**config.mk**
```make
export PLATFORM = sky130hd
export DESIGN_NAME = script_token_scanner_core
export DESIGN_NICKNAME = d
export VERILOG_FILES = /design/src/rtl/sts_pkg.sv /design/src/rtl/sts_scan.sv /design/src/rtl/sts_result_fifo.sv /design/src/rtl/script_token_scanner_core.sv
export SDC_FILE = /design/constraint.sdc
export NUM_CORES = 1
export LEC_CHECK = 0
export BUFFER_PORTS_ARGS = -buffer_cell sky130_fd_sc_hd__buf_2
export CAP_MARGIN = 5
export CORE_MARGIN = 8
export CORE_UTILIZATION = 40
export DETAILED_ROUTE_END_ITERATION = 8
export PLACE_DENSITY = 0.65
export SLEW_MARGIN = 5
export SYNTH_ARGS = -nofsm -noshare
export SYNTH_HDL_FRONTEND = slang
export SYNTH_SLANG_ARGS = --single-unit
```
**constraint.sdc**
```tcl
create_clock -name clk_i -period 5.1 [get_ports clk_i]
set_input_delay 0.255 -clock clk_i [delete_from_list [all_inputs] [get_ports clk_i]]
set_output_delay 0.255 -clock clk_i [all_outputs]
set_load 0.05 [all_outputs]
```
**src/rtl/sts_pkg.sv**
```systemverilog
package sts_pkg;

  // Source size limit and derived widths
  localparam int unsigned MaxSource    = 65536;
  localparam int unsigned PosW         = $clog2(MaxSource + 1);
  localparam int unsigned FieldW       = 16;
  localparam int unsigned LineW        = 16;
  localparam int unsigned KindW        = 6;
  localparam int unsigned ByteW        = 8;

  // Keyword matching
  localparam int unsigned KeywordChars = 6;
  localparam int unsigned PrefixW      = 8 * KeywordChars;
  localparam int unsigned WordLenW     = $clog2(KeywordChars + 2);
  localparam int unsigned KwCount      = 14;

  // Result queue
  localparam int unsigned ResultDepth  = 4;
  localparam int unsigned ResultPtrW   = $clog2(ResultDepth);
  localparam int unsigned ResultCntW   = $clog2(ResultDepth + 1);

  typedef logic [KindW-1:0] kind_t;

  // Token kinds
  localparam kind_t KindEnd          = 6'd0;
  localparam kind_t KindNumber       = 6'd1;
  localparam kind_t KindString       = 6'd2;
  localparam kind_t KindIdent        = 6'd3;
  localparam kind_t KindUnknown      = 6'd4;
  localparam kind_t KindLParen       = 6'd5;
  localparam kind_t KindRParen       = 6'd6;
  localparam kind_t KindLBracket     = 6'd7;
  localparam kind_t KindRBracket     = 6'd8;
  localparam kind_t KindLBrace       = 6'd9;
  localparam kind_t KindRBrace       = 6'd10;
  localparam kind_t KindComma        = 6'd11;
  localparam kind_t KindDot          = 6'd12;
  localparam kind_t KindColon        = 6'd13;
  localparam kind_t KindSemicolon    = 6'd14;
  localparam kind_t KindPlus         = 6'd15;
  localparam kind_t KindMinus        = 6'd16;
  localparam kind_t KindStar         = 6'd17;
  localparam kind_t KindSlash        = 6'd18;
  localparam kind_t KindBangEqual    = 6'd19;
  localparam kind_t KindLess         = 6'd20;
  localparam kind_t KindLessEqual    = 6'd21;
  localparam kind_t KindGreater      = 6'd22;
  localparam kind_t KindGreaterEqual = 6'd23;
  localparam kind_t KindEqual        = 6'd24;
  localparam kind_t KindEqualEqual   = 6'd25;
  localparam kind_t KindKeyword0     = 6'd26;
  localparam kind_t KindBadNumber    = 6'd40;

  // Keywords, first character in the most significant used byte
  localparam logic [PrefixW-1:0] KwText [KwCount] = '{
    48'h766172,        // var
    48'h6966,          // if
    48'h656c7365,      // else
    48'h74727565,      // true
    48'h66616c7365,    // false
    48'h6e696c,        // nil
    48'h7768696c65,    // while
    48'h666e,          // fn
    48'h72657475726e,  // return
    48'h616e64,        // and
    48'h6f72,          // or
    48'h6e6f74,        // not
    48'h737472756374,  // struct
    48'h726566         // ref
  };
  localparam logic [WordLenW-1:0] KwLen [KwCount] = '{
    3'd3, 3'd2, 3'd4, 3'd4, 3'd5, 3'd3, 3'd5,
    3'd2, 3'd6, 3'd3, 3'd2, 3'd3, 3'd6, 3'd3
  };

  typedef struct packed {
    kind_t             kind;
    logic [FieldW-1:0] start;
    logic [FieldW-1:0] length;
    logic [LineW-1:0]  line;
    logic              unterm;
    logic              last;
  } result_t;

  // Up to two results from one item, already packed toward slot 0
  typedef struct packed {
    logic    vld0;
    logic    vld1;
    result_t res0;
    result_t res1;
  } push_t;

  function automatic logic is_digit(input logic [ByteW-1:0] c);
    return (c >= "0") && (c <= "9");
  endfunction

  function automatic logic is_letter(input logic [ByteW-1:0] c);
    return ((c >= "A") && (c <= "Z")) || ((c >= "a") && (c <= "z")) || (c == "_");
  endfunction

  function automatic logic [FieldW-1:0] sat_field(input logic [PosW-1:0] v);
    return (v > PosW'({FieldW{1'b1}})) ? {FieldW{1'b1}} : v[FieldW-1:0];
  endfunction

  function automatic kind_t word_kind(input logic [PrefixW-1:0]  prefix,
                                      input logic [WordLenW-1:0] len);
    kind_t kind;
    kind = KindIdent;
    for (int k = 0; k < KwCount; k++) begin
      if ((KwLen[k] == len) && (KwText[k] == prefix)) begin
        kind = KindKeyword0 + KindW'(k);
      end
    end
    return kind;
  endfunction

  function automatic result_t make_result(input kind_t            kind,
                                          input logic [PosW-1:0]  start,
                                          input logic [PosW-1:0]  len,
                                          input logic [LineW-1:0] line,
                                          input logic             unterm);
    result_t r;
    r.kind   = kind;
    r.start  = sat_field(start);
    r.length = sat_field(len);
    r.line   = line;
    r.unterm = unterm;
    r.last   = 1'b0;
    return r;
  endfunction

endpackage

```
**src/rtl/sts_scan.sv**
```systemverilog
module sts_scan (
  input  logic                     clk_i,
  input  logic                     rst_ni,
  input  logic                     item_valid_i,
  input  logic                     cmd_i,
  input  logic [sts_pkg::ByteW-1:0] source_byte_i,
  output sts_pkg::push_t           push_o
);

  typedef enum logic [3:0] {
    ModeIdle,
    ModeIdent,
    ModeInt,
    ModeDot,
    ModeFrac,
    ModeString,
    ModeComment,
    ModeBang,
    ModeLess,
    ModeGreater,
    ModeEqual
  } mode_e;

  mode_e                            mode_q, mode_d;
  logic [sts_pkg::PosW-1:0]         start_q, start_d;
  logic [sts_pkg::PosW-1:0]         pos_q, pos_d;
  logic [sts_pkg::LineW-1:0]        line_q, line_d;
  logic [sts_pkg::PrefixW-1:0]      prefix_q, prefix_d;
  logic [sts_pkg::WordLenW-1:0]     wlen_q, wlen_d;

  logic [sts_pkg::LineW-1:0]        line_inc;
  logic [sts_pkg::PosW-1:0]         span;
  logic [sts_pkg::PosW-1:0]         str_start;
  logic [sts_pkg::PosW-1:0]         str_len;
  logic                             flush_vld;
  sts_pkg::result_t                 flush_res;
  logic                             a_vld, b_vld;
  sts_pkg::result_t                 a_res, b_res;
  logic                             consumed;
  logic [sts_pkg::ByteW-1:0]        c;

  assign c         = source_byte_i;
  assign line_inc  = (line_q != {sts_pkg::LineW{1'b1}}) ? line_q + 1'b1 : line_q;
  assign span      = pos_q - start_q;
  assign str_start = start_q + 1'b1;
  assign str_len   = span - 1'b1;

  // Token left pending by the current mode; a string only closes this way at end of source
  always_comb begin
    flush_vld = 1'b0;
    flush_res = sts_pkg::make_result(sts_pkg::KindIdent, start_q, span, line_q, 1'b0);
    case (mode_q)
      ModeIdent: begin
        flush_vld = 1'b1;
        flush_res.kind = sts_pkg::word_kind(prefix_q, wlen_q);
      end
      ModeInt, ModeFrac: begin
        flush_vld = 1'b1;
        flush_res.kind = sts_pkg::KindNumber;
      end
      ModeDot: begin
        flush_vld = 1'b1;
        flush_res.kind = sts_pkg::KindBadNumber;
      end
      ModeLess: begin
        flush_vld = 1'b1;
        flush_res = sts_pkg::make_result(sts_pkg::KindLess, start_q,
                                         sts_pkg::PosW'(1), line_q, 1'b0);
      end
      ModeGreater: begin
        flush_vld = 1'b1;
        flush_res = sts_pkg::make_result(sts_pkg::KindGreater, start_q,
                                         sts_pkg::PosW'(1), line_q, 1'b0);
      end
      ModeEqual: begin
        flush_vld = 1'b1;
        flush_res = sts_pkg::make_result(sts_pkg::KindEqual, start_q,
                                         sts_pkg::PosW'(1), line_q, 1'b0);
      end
      ModeString: begin
        flush_vld = cmd_i;
        flush_res = sts_pkg::make_result(sts_pkg::KindString, str_start, str_len,
                                         line_q, 1'b1);
      end
      default: flush_vld = 1'b0;
    endcase
  end

  always_comb begin
    mode_d   = mode_q;
    start_d  = start_q;
    pos_d    = pos_q;
    line_d   = line_q;
    prefix_d = prefix_q;
    wlen_d   = wlen_q;
    a_vld    = 1'b0;
    b_vld    = 1'b0;
    a_res    = flush_res;
    b_res    = sts_pkg::make_result(sts_pkg::KindUnknown, pos_q, sts_pkg::PosW'(1),
                                    line_q, 1'b0);
    consumed = 1'b0;

    if (item_valid_i) begin
      if (cmd_i) begin
        a_vld    = flush_vld;
        b_vld    = 1'b1;
        b_res    = sts_pkg::make_result(sts_pkg::KindEnd, pos_q, '0, line_q, 1'b0);
        mode_d   = ModeIdle;
        start_d  = '0;
        pos_d    = '0;
        line_d   = sts_pkg::LineW'(1);
        prefix_d = '0;
        wlen_d   = '0;
      end else if (pos_q < sts_pkg::PosW'(sts_pkg::MaxSource)) begin
        pos_d = pos_q + 1'b1;

        case (mode_q)
          ModeIdent: begin
            if (sts_pkg::is_letter(c) || sts_pkg::is_digit(c)) begin
              consumed = 1'b1;
              if (wlen_q < sts_pkg::WordLenW'(sts_pkg::KeywordChars)) begin
                prefix_d = {prefix_q[sts_pkg::PrefixW-sts_pkg::ByteW-1:0], c};
                wlen_d   = wlen_q + 1'b1;
              end else begin
                wlen_d = sts_pkg::WordLenW'(sts_pkg::KeywordChars + 1);
              end
            end
          end
          ModeInt: begin
            if (sts_pkg::is_digit(c)) begin
              consumed = 1'b1;
            end else if (c == ".") begin
              consumed = 1'b1;
              mode_d   = ModeDot;
            end
          end
          ModeDot: begin
            if (sts_pkg::is_digit(c)) begin
              consumed = 1'b1;
              mode_d   = ModeFrac;
            end
          end
          ModeFrac: begin
            consumed = sts_pkg::is_digit(c);
          end
          ModeString: begin
            consumed = 1'b1;
            if (c == "\"") begin
              a_vld  = 1'b1;
              a_res  = sts_pkg::make_result(sts_pkg::KindString, str_start, str_len,
                                            line_q, 1'b0);
              mode_d = ModeIdle;
            end else if (c == "\n") begin
              line_d = line_inc;
            end
          end
          ModeComment: begin
            consumed = 1'b1;
            if (c == "\n") begin
              line_d = line_inc;
              mode_d = ModeIdle;
            end
          end
          ModeBang, ModeLess, ModeGreater, ModeEqual: begin
            if (c == "=") begin
              consumed = 1'b1;
              a_vld    = 1'b1;
              mode_d   = ModeIdle;
              case (mode_q)
                ModeBang:    a_res.kind = sts_pkg::KindBangEqual;
                ModeLess:    a_res.kind = sts_pkg::KindLessEqual;
                ModeGreater: a_res.kind = sts_pkg::KindGreaterEqual;
                default:     a_res.kind = sts_pkg::KindEqualEqual;
              endcase
              a_res.start  = sts_pkg::sat_field(start_q);
              a_res.length = sts_pkg::FieldW'(2);
              a_res.line   = line_q;
              a_res.unterm = 1'b0;
            end
          end
          default: consumed = 1'b0;
        endcase

        // Close the pending token, then scan the byte from idle
        if (!consumed) begin
          a_vld   = flush_vld;
          mode_d  = ModeIdle;
          start_d = pos_q;
          b_vld   = 1'b1;
          case (c)
            "(":  b_res.kind = sts_pkg::KindLParen;
            ")":  b_res.kind = sts_pkg::KindRParen;
            "[":  b_res.kind = sts_pkg::KindLBracket;
            "]":  b_res.kind = sts_pkg::KindRBracket;
            "{":  b_res.kind = sts_pkg::KindLBrace;
            "}":  b_res.kind = sts_pkg::KindRBrace;
            ",":  b_res.kind = sts_pkg::KindComma;
            ".":  b_res.kind = sts_pkg::KindDot;
            ":":  b_res.kind = sts_pkg::KindColon;
            ";":  b_res.kind = sts_pkg::KindSemicolon;
            "+":  b_res.kind = sts_pkg::KindPlus;
            "-":  b_res.kind = sts_pkg::KindMinus;
            "*":  b_res.kind = sts_pkg::KindStar;
            "/":  b_res.kind = sts_pkg::KindSlash;
            " ", "\t", "\r": b_vld = 1'b0;
            "\n": begin
              b_vld  = 1'b0;
              line_d = line_inc;
            end
            "\"": begin
              b_vld  = 1'b0;
              mode_d = ModeString;
            end
            "#": begin
              b_vld  = 1'b0;
              mode_d = ModeComment;
            end
            "!": begin
              b_vld  = 1'b0;
              mode_d = ModeBang;
            end
            "<": begin
              b_vld  = 1'b0;
              mode_d = ModeLess;
            end
            ">": begin
              b_vld  = 1'b0;
              mode_d = ModeGreater;
            end
            "=": begin
              b_vld  = 1'b0;
              mode_d = ModeEqual;
            end
            default: begin
              if (sts_pkg::is_digit(c)) begin
                b_vld  = 1'b0;
                mode_d = ModeInt;
              end else if (sts_pkg::is_letter(c)) begin
                b_vld    = 1'b0;
                mode_d   = ModeIdent;
                prefix_d = sts_pkg::PrefixW'(c);
                wlen_d   = sts_pkg::WordLenW'(1);
              end
            end
          endcase
        end
      end
    end
  end

  // Pack toward slot 0 and mark the final result of the item
  always_comb begin
    push_o.vld0      = a_vld | b_vld;
    push_o.vld1      = a_vld & b_vld;
    push_o.res0      = a_vld ? a_res : b_res;
    push_o.res0.last = ~(a_vld & b_vld);
    push_o.res1      = b_res;
    push_o.res1.last = 1'b1;
  end

  always_ff @(posedge clk_i or negedge rst_ni) begin
    if (!rst_ni) begin
      mode_q   <= ModeIdle;
      start_q  <= '0;
      pos_q    <= '0;
      line_q   <= sts_pkg::LineW'(1);
      prefix_q <= '0;
      wlen_q   <= '0;
    end else begin
      mode_q   <= mode_d;
      start_q  <= start_d;
      pos_q    <= pos_d;
      line_q   <= line_d;
      prefix_q <= prefix_d;
      wlen_q   <= wlen_d;
    end
  end

endmodule

```
**src/rtl/sts_result_fifo.sv**
```systemverilog
module sts_result_fifo (
  input  logic              clk_i,
  input  logic              rst_ni,
  input  sts_pkg::push_t    push_i,
  output logic              room2_o,
  output logic              out_valid_o,
  input  logic              out_ready_i,
  output sts_pkg::result_t  out_res_o
);

  sts_pkg::result_t                 entry_q [sts_pkg::ResultDepth];
  logic [sts_pkg::ResultPtrW-1:0]   wr_ptr_q, wr_ptr_d;
  logic [sts_pkg::ResultPtrW-1:0]   rd_ptr_q, rd_ptr_d;
  logic [sts_pkg::ResultCntW-1:0]   count_q, count_d;
  logic [sts_pkg::ResultPtrW-1:0]   wr_ptr_next;
  logic                             pop;

  assign out_valid_o = (count_q != '0);
  assign out_res_o   = entry_q[rd_ptr_q];
  assign pop         = out_valid_o & out_ready_i;
  // Room for a full item's worth of results
  assign room2_o     = (count_q <= sts_pkg::ResultCntW'(sts_pkg::ResultDepth - 2));
  assign wr_ptr_next = wr_ptr_q + 1'b1;

  always_comb begin
    wr_ptr_d = wr_ptr_q + sts_pkg::ResultPtrW'(push_i.vld0)
                        + sts_pkg::ResultPtrW'(push_i.vld1);
    rd_ptr_d = rd_ptr_q + sts_pkg::ResultPtrW'(pop);
    count_d  = count_q + sts_pkg::ResultCntW'(push_i.vld0)
                       + sts_pkg::ResultCntW'(push_i.vld1)
                       - sts_pkg::ResultCntW'(pop);
  end

  always_ff @(posedge clk_i) begin
    if (push_i.vld0) begin
      entry_q[wr_ptr_q] <= push_i.res0;
    end
    if (push_i.vld1) begin
      entry_q[wr_ptr_next] <= push_i.res1;
    end
  end

  always_ff @(posedge clk_i or negedge rst_ni) begin
    if (!rst_ni) begin
      wr_ptr_q <= '0;
      rd_ptr_q <= '0;
      count_q  <= '0;
    end else begin
      wr_ptr_q <= wr_ptr_d;
      rd_ptr_q <= rd_ptr_d;
      count_q  <= count_d;
    end
  end

endmodule

```
**src/rtl/script_token_scanner_core.sv**
```systemverilog
// Channel  | Signals                                   | Direction
// ---------+-------------------------------------------+----------
// in       | in_valid_i, in_ready_o, cmd_i,            | input
//          | source_byte_i                             |
// out      | out_valid_o, out_ready_i, token_kind_o,   | output
//          | start_offset_o, text_length_o,            |
//          | line_number_o, unterminated_o,            |
//          | last_result_o                             |
//
// One item is accepted per cycle while the input is not stalled; it is held in
// an item register, scanned as it leaves that register, and its results are
// written into a 4-entry result queue behind one output port, which sets the
// sustained rate: items giving at most one result run at one per cycle, items
// giving two are limited by the single output port. Input stalls while the queue lacks room for two.
// Reset (rst_ni low) returns the scanner to the start of a new source.
module script_token_scanner_core (
  input  logic                       clk_i,
  input  logic                       rst_ni,
  input  logic                       in_valid_i,
  output logic                       in_ready_o,
  input  logic                       cmd_i,
  input  logic [sts_pkg::ByteW-1:0]  source_byte_i,
  output logic                       out_valid_o,
  input  logic                       out_ready_i,
  output logic [sts_pkg::KindW-1:0]  token_kind_o,
  output logic [sts_pkg::FieldW-1:0] start_offset_o,
  output logic [sts_pkg::FieldW-1:0] text_length_o,
  output logic [sts_pkg::LineW-1:0]  line_number_o,
  output logic                       unterminated_o,
  output logic                       last_result_o
);

  logic                       item_valid_q, item_valid_d;
  logic                       item_cmd_q;
  logic [sts_pkg::ByteW-1:0]  item_byte_q;
  logic                       room2;
  logic                       advance;
  logic                       load;
  sts_pkg::push_t             push;
  sts_pkg::result_t           out_res;

  assign advance    = item_valid_q & room2;
  assign in_ready_o = ~item_valid_q | room2;
  assign load       = in_valid_i & in_ready_o;

  always_comb begin
    item_valid_d = item_valid_q;
    if (load) begin
      item_valid_d = 1'b1;
    end else if (advance) begin
      item_valid_d = 1'b0;
    end
  end

  always_ff @(posedge clk_i or negedge rst_ni) begin
    if (!rst_ni) begin
      item_valid_q <= 1'b0;
    end else begin
      item_valid_q <= item_valid_d;
    end
  end

  // Hold the item until the scanner takes it
  always_ff @(posedge clk_i) begin
    if (load) begin
      item_cmd_q  <= cmd_i;
      item_byte_q <= source_byte_i;
    end
  end

  sts_scan u_scan (
    .clk_i         (clk_i),
    .rst_ni        (rst_ni),
    .item_valid_i  (advance),
    .cmd_i         (item_cmd_q),
    .source_byte_i (item_byte_q),
    .push_o        (push)
  );

  sts_result_fifo u_result_fifo (
    .clk_i       (clk_i),
    .rst_ni      (rst_ni),
    .push_i      (push),
    .room2_o     (room2),
    .out_valid_o (out_valid_o),
    .out_ready_i (out_ready_i),
    .out_res_o   (out_res)
  );

  assign token_kind_o   = out_res.kind;
  assign start_offset_o = out_res.start;
  assign text_length_o  = out_res.length;
  assign line_number_o  = out_res.line;
  assign unterminated_o = out_res.unterm;
  assign last_result_o  = out_res.last;

endmodule
```
Word-level counts from Yosys, hierarchy flattened
Memory sizes are Yosys's and may differ from the RTL's.
Index checks and enable logic that the tools add are counted.
{ "word_totals": {"ff_bits": 122, "latchBits": 0, "ram_bits": 224, "rom_bits": 0, "in_bits": 13, "elab_cells": 255, "mem_count": 1} }
{ "mem_list": {"columns": ["memory", "words", "word_bits", "read_ports", "rd_ports_with_merged_regs", "wr", "line", "text"], "rows": [
  ["u_result_fifo.entry_q", 4, 56, 1, 0, 2, "sts_result_fifo.sv:11", "sts_pkg::result_t entry_q [sts_pkg::ResultDepth];"]
]} }
{ "op_classes": {"add_sub_neg": 13, "mul": 0, "n_div": 0, "order_cmp": 14, "n_eq_ne": 63, "shifts": 0, "muxes": 109, "bitwise": 8, "reduce_logical": 35} }
{ "op_table": {"columns": ["operator", "count"], "rows": [
  ["2-to-1 mux 48 bit", 9],
  ["2-to-1 mux 56 bit", 6],
  ["equality test 23 x 48 -> 1 bit, first input constant", 5],
  ["2-to-1 mux 16 bit", 12],
  ["equality test 15 x 48 -> 1 bit, first input constant", 3],
  ["equality test 8 x 6 -> 1 bit, second input constant", 17],
  ["case mux 55 bit (2 select lines)", 1],
  ["case mux 50 bit (2 select lines)", 1],
  ["equality test 31 x 48 -> 1 bit, first input constant", 2],
  ["equality test 39 x 48 -> 1 bit, first input constant", 2],
  ["equality test 47 x 48 -> 1 bit, first input constant", 2],
  ["> comparator 17 x 16 -> 1 bit, second input constant", 5],
  ["2-to-1 mux 17 bit", 5],
  ["case mux 5 bit (14 select lines)", 1],
  ["2-to-1 mux 6 bit", 11],
  ["2-to-1 mux 55 bit", 1],
  ["equality test 8 x 7 -> 1 bit, second input constant", 6],
  ["case mux 6 bit (7 select lines)", 1],
  ["2-to-1 mux 4 bit", 10],
  ["adder 17 x 1 -> 17 bit, second input constant", 2],
  ["case mux 16 bit (2 select lines)", 1],
  ["2-to-1 mux 5 bit", 6],
  ["case mux 4 bit (7 select lines)", 1],
  ["2-to-1 mux 1 bit", 27],
  ["51 further kinds", 105]
]} }

Longest topological paths before layout
{ "logic_depth": {"ltp_word": 23, "mapped_depth": 17, "depth_no_buf": 13} }

Cells and area by module
A second synthesis with hierarchy kept.
{ "unflattened": {"hier_cells": 1831, "area_unflattened_um2": 20857.5} }
{ "modules_own_cells": {"columns": ["mod", "instances", "cells_per_inst", "area_per_inst_um2", "seq_area_each_um2"], "rows": [
  ["sts_result_fifo", 1, 576, 11280.8, 6901.6],
  ["sts_scan", 1, 1241, 9246.4, 2628.8],
  ["script_token_scanner_core", 1, 14, 330.3, 295.3]
]} }

Least setup slack after synthesis
OpenSTA, ideal clock, no wires.
{ "synth_path": {"kind": "register to register", "startpoint": "reg item_byte_q[4] (netlist name)", "endpoint": "reg u_result_fifo.count_q[1] (netlist name)", "t_arrival_ns": 3.683, "path_slack_ns": 1.282, "path_stages_with_launch": 16, "path_buffers": 4, "synth_period_minus_slack_ns": 3.818, "path_cell_list": "edfxtp_1 buf_2 or4b_1 nor4_1 a211oi_2 a21o_1 a21oi_1 o21bai_2 buf_2 buf_2 buf_2 nand2_1 ha_1 fa_1 inv_1 fa_1"} }
{ "synth_between": {"elab_chain_len": 18, "word_cells_on_any_way": 66, "classes_between": "add/sub (3); order compare (6); eq/ne (25); mux (22); bitwise (2); reduce/logical (8)"} }
{ "synth_rtl": {"columns": ["item", "line", "text"], "rows": [
  ["start, declared", "script_token_scanner_core.sv:35", "logic [sts_pkg::ByteW-1:0] item_byte_q;"],
  ["start signal, assigned", "script_token_scanner_core.sv:67", "item_byte_q <= source_byte_i;"],
  [">= comparator 8 x 7 -> 1 bit or less-or-equal comparator 8 x 7 -> 1 bit (tied branches)", "sts_pkg.sv:98", "return ((c >= \"A\") && (c <= \"Z\")) || ((c >= \"a\") && (c <= \"z\")) || (c == \"_\");"],
  ["logical AND 1 bit", "sts_pkg.sv:98", null],
  ["logical OR 1 bit (2 in series)", "sts_pkg.sv:98", null],
  ["logical OR 1 bit", "sts_scan.sv:119", "if (sts_pkg::is_letter(c) || sts_pkg::is_digit(c)) begin"],
  ["2-to-1 mux 1 bit", "sts_scan.sv:119", null],
  ["case mux 1 bit (6 select lines)", "sts_scan.sv:117", "case (mode_q)"],
  ["2-to-1 mux 1 bit", "sts_scan.sv:114", "end else if (pos_q < sts_pkg::PosW'(sts_pkg::MaxSource)) begin"],
  ["2-to-1 mux 1 bit", "sts_scan.sv:104", "if (cmd_i) begin"],
  ["[2 not listed]", null, null],
  ["2-to-1 mux 1 bit", "sts_scan.sv:114", null],
  ["2-to-1 mux 1 bit", "sts_scan.sv:104", null],
  ["2-to-1 mux 1 bit", "sts_scan.sv:103", "if (item_valid_i) begin"],
  ["OR 1 bit", "sts_scan.sv:253", "push_o.vld0 = a_vld | b_vld;"],
  ["adder 3 x 1 -> 3 bit", "sts_result_fifo.sv:29", "count_d = count_q + sts_pkg::ResultCntW'(push_i.vld0)"],
  ["adder 3 x 1 -> 3 bit (*)", "sts_result_fifo.sv:30", "+ sts_pkg::ResultCntW'(push_i.vld1)"],
  ["subtractor 3 x 1 -> 3 bit (*)", "sts_result_fifo.sv:31", "- sts_pkg::ResultCntW'(pop);"],
  ["via u_result_fifo.count_d, one bit", "sts_result_fifo.sv:14", "logic [sts_pkg::ResultCntW-1:0] count_q, count_d;"],
  ["end signal, assigned", "sts_result_fifo.sv:51", "count_q <= count_d;"],
  ["end, declared", "sts_result_fifo.sv:14", null]
]} }
Mark *: on every way through the listed nets, which the timed path passes. The rest lies on a longest branch. The select of a mux whose other input is x is not followed.
A chain may end at the register's enable or synchronous reset.

==> metrics <==
status=complete, no violations; ranking of synthesized cells by area=edfxtp_1 (25%), dfrtp_1 (14%), dfxtp_1 (7.4%), mux4_2 (6.5%), o21ai_0 (3.6%); Yosys Warn Count=0; diode count=0; synthesized area=19400 um2; CP Launch Point=item_byte_q[4]; die area=55800 um2; Util after Layout=45.6%; PnR worst setup slack=648 ps; mean post-synth cell area=10.1 um2; arrival time worst endpoint=4700 ps; row count=80; Synth top cells by count=nand2_1 (168), edfxtp_1 (161), o21ai_0 (141); Vias=16457; DRC=0; fmax=225 MHz; number of global-route vias before repair=15871; RSZ-0062 raised after global routing=no; Initial Utilization=40.6%; period utilization=87.3%; dominant cell type by area after synthesis=edfxtp_1; worst flop-to-flop path endpoint=u_result_fifo.entry_q[2][7]; Slew @ Worst Pin=1240 ps; clock-pin slew on the worst setup and hold paths=60 ps; CP endpoint=u_result_fifo.entry_q[2][7]; DIE WIDTH=236 um; TNS Setup=0 ps; type of origin of the critical path=register; Post-Place Cells=2539; Synth Area in XOR/XNOR=1.27%; CP required=5340 ps; worst vdd ir=331 uV; Clock Skew=26.1 ps; max_slew headroom=16.0%; CTS resizes=0; Leak=8.05 nW; Clk Latency, worst-skew pair=570 ps; pin count of the biggest net entering global routing=81; Placer Congestion=0.925; Worst setup EP type=register; Syn Nets=1977; initial antenna violation count=0; DP Wirelength=41600 um; Post-synth ARST share=32.7%; post-synthesis simple-gate area fraction=18.4%; TritonCTS clock tree=yes; P&R area growth vs syn=12.3%; mux share of post-synthesis cell area=6.78%; cell area after layout=21800 um2; register area share after synthesis=47.0%; nets@finish=2025; post-CTS setup buffers=0; H-tree depth=2; Max Cap Viol=0; WL final=59100 um; number of synthesized register bits=346; DP Area=20500 um2; Hold Slack=106 ps; layout cell share with drive strength beyond 1=14.0%; largest family of logic cells by synthesized area=compound AO/OA/AOI/OAI gates; compound-cell area share of the yosys netlist=20.0%; Via density=6.28; Hold WC Path Type=input pin to register; Iteration-0 DRC Markers=2051; Synth top area share=24.9%; GR Util All Layers=20.6%; worst reg2reg path startpoint=item_byte_q[4]; biggest cell delay along the critical path=850 ps; wire length per cell=22.6 um; Worst R2R Path Depth=11; DRT Pass-1 Iters=6; Place WS=684 ps; first-pass GRT wire length=92900 um; Post-synth EDFFs=161; I/O Buffers=70; core area=47700 um2; Final ANT Viol Nets=0; Cells after Synth=1927; most numerous cell in the Yosys netlist=nand2_1; minimum clock period=4450 ps; endpoints failing setup=0; CTS Buffer Depth=3; Inserted Clock Buffers=38; Worst path slowest cell=o21bai_4; critical path type=register to register; critical-path cell list=nor4bb_1 > buf_4 > nand3_1 > a21oi_1 > a21o_1 > a21oi_1 > o21bai_4 > nand3_4 > and2_1 > inv_2 > buf_12; CTS sink cnt=346; Max Fanout on Critical Path=36; Non-Filler Instances=2619; PwrDens=612 nW/um2; R2R setup slack=650 ps; post-synthesis cell type count=98; # fillers=4477; Ports=71; Synth Area in Adders=2.59%; CP most frequent cell=a21oi_1; Main synth FF type=edfxtp_1; Clock Tree Root=clkbuf_16; register area=9110 um2; Pwr Total=13.3 mW; area of the multi-input gates=9550 um2; final-report hold violation count=0; grt total ovfl=0; Final Max Slew Viols=0; Die H=236 um
[critical path: cells and delay by family (launching register included)]
kind	cells	cell delay, ps
simple gates	4	1330
buf+inv	3	720
flops	1	570
compound gates	4	1450
[worst min path at each step]
stage / cells past startpoint / to / slack, ps / from
after floorplan: 0 / item_valid_q / -40 / rst_ni
after global placement: 2 / u_result_fifo.entry_q[3][31] / 430 / u_result_fifo.entry_q[3][31]
after detailed placement: 1 / item_cmd_q / 440 / cmd_i
after CTS: 3 / u_result_fifo.rd_ptr_q[0] / 100 / out_ready_i
after global routing: 3 / u_result_fifo.rd_ptr_q[0] / 110 / out_ready_i
final: 3 / u_result_fifo.rd_ptr_q[0] / 110 / out_ready_i
[power by group]
group          switching (mW)  internal (mW)  leakage [nW]  total [mW]
Clock                    1.16           1.51         0.582        2.67
Combinational            4.60           2.06          3.84        6.65
Sequential              0.467           3.53          3.63        4.00
Total                    6.22           7.10          8.05        13.3
[kinds of logic after synthesis]
kind of cell | after synthesis
and+or+nand+nor | 688
AOI/OAI and AO/OA | 577
DFF | 346
buffers and inverters | 189
muxes | 61
adders and majority gates | 38
xor gates and xnor gates | 28
[cell type report]
type	instances	area share, %
clock buffers	58	5.09
clock inverters	11	0.397
inverters	62	1.07
multi-input cells	1392	43.9
flip-flops and latches	346	41.9
well taps	615	3.54
repair buffers	135	4.16
[metal layers]
layer  track usage [%]  wire length, um  up-vias
met2              32.6            26800      769
li1                  -                -     7472
met3              3.56             4930       95
met4              5.80             1400        0
met1              29.0            26000     8121
met5                 0                0        -
[cell usage in the layout (no fill, tap or decap), types with 58 or more instances in the layout]
cell	Yosys	routed
o22ai_1	86	86
dfxtp_1	72	72
a22o_1	74	74
o21ai_0	141	140
a21oi_1	92	92
buf_2	35	69
inv_1	58	58
nand2_1	168	168
nor2_1	136	135
and2_1	61	61
edfxtp_1	161	161
dfrtp_1	112	110
nand3_1	73	73
[flip-flops by register name, summed over array words and instances, names as in the netlist]
register and cells:
item_byte_q 8, item_cmd_q 1, item_valid_q 1, u_result_fifo.count_q 3, u_result_fifo.entry_q 224, u_result_fifo.rd_ptr_q 2
u_result_fifo.wr_ptr_q 2, u_scan.line_q 16, u_scan.mode_q 4, u_scan.pos_q 17, u_scan.prefix_q 48, u_scan.start_q 17
u_scan.wlen_q 3
[timing repair]
action | 4_1_cts | 5_1_grt
hold buffers | 11 | 0
endpoints found under the hold margin | 89 | 0
setup endpoints to repair | 0 | 0
(Power assumes the default switching activity.)
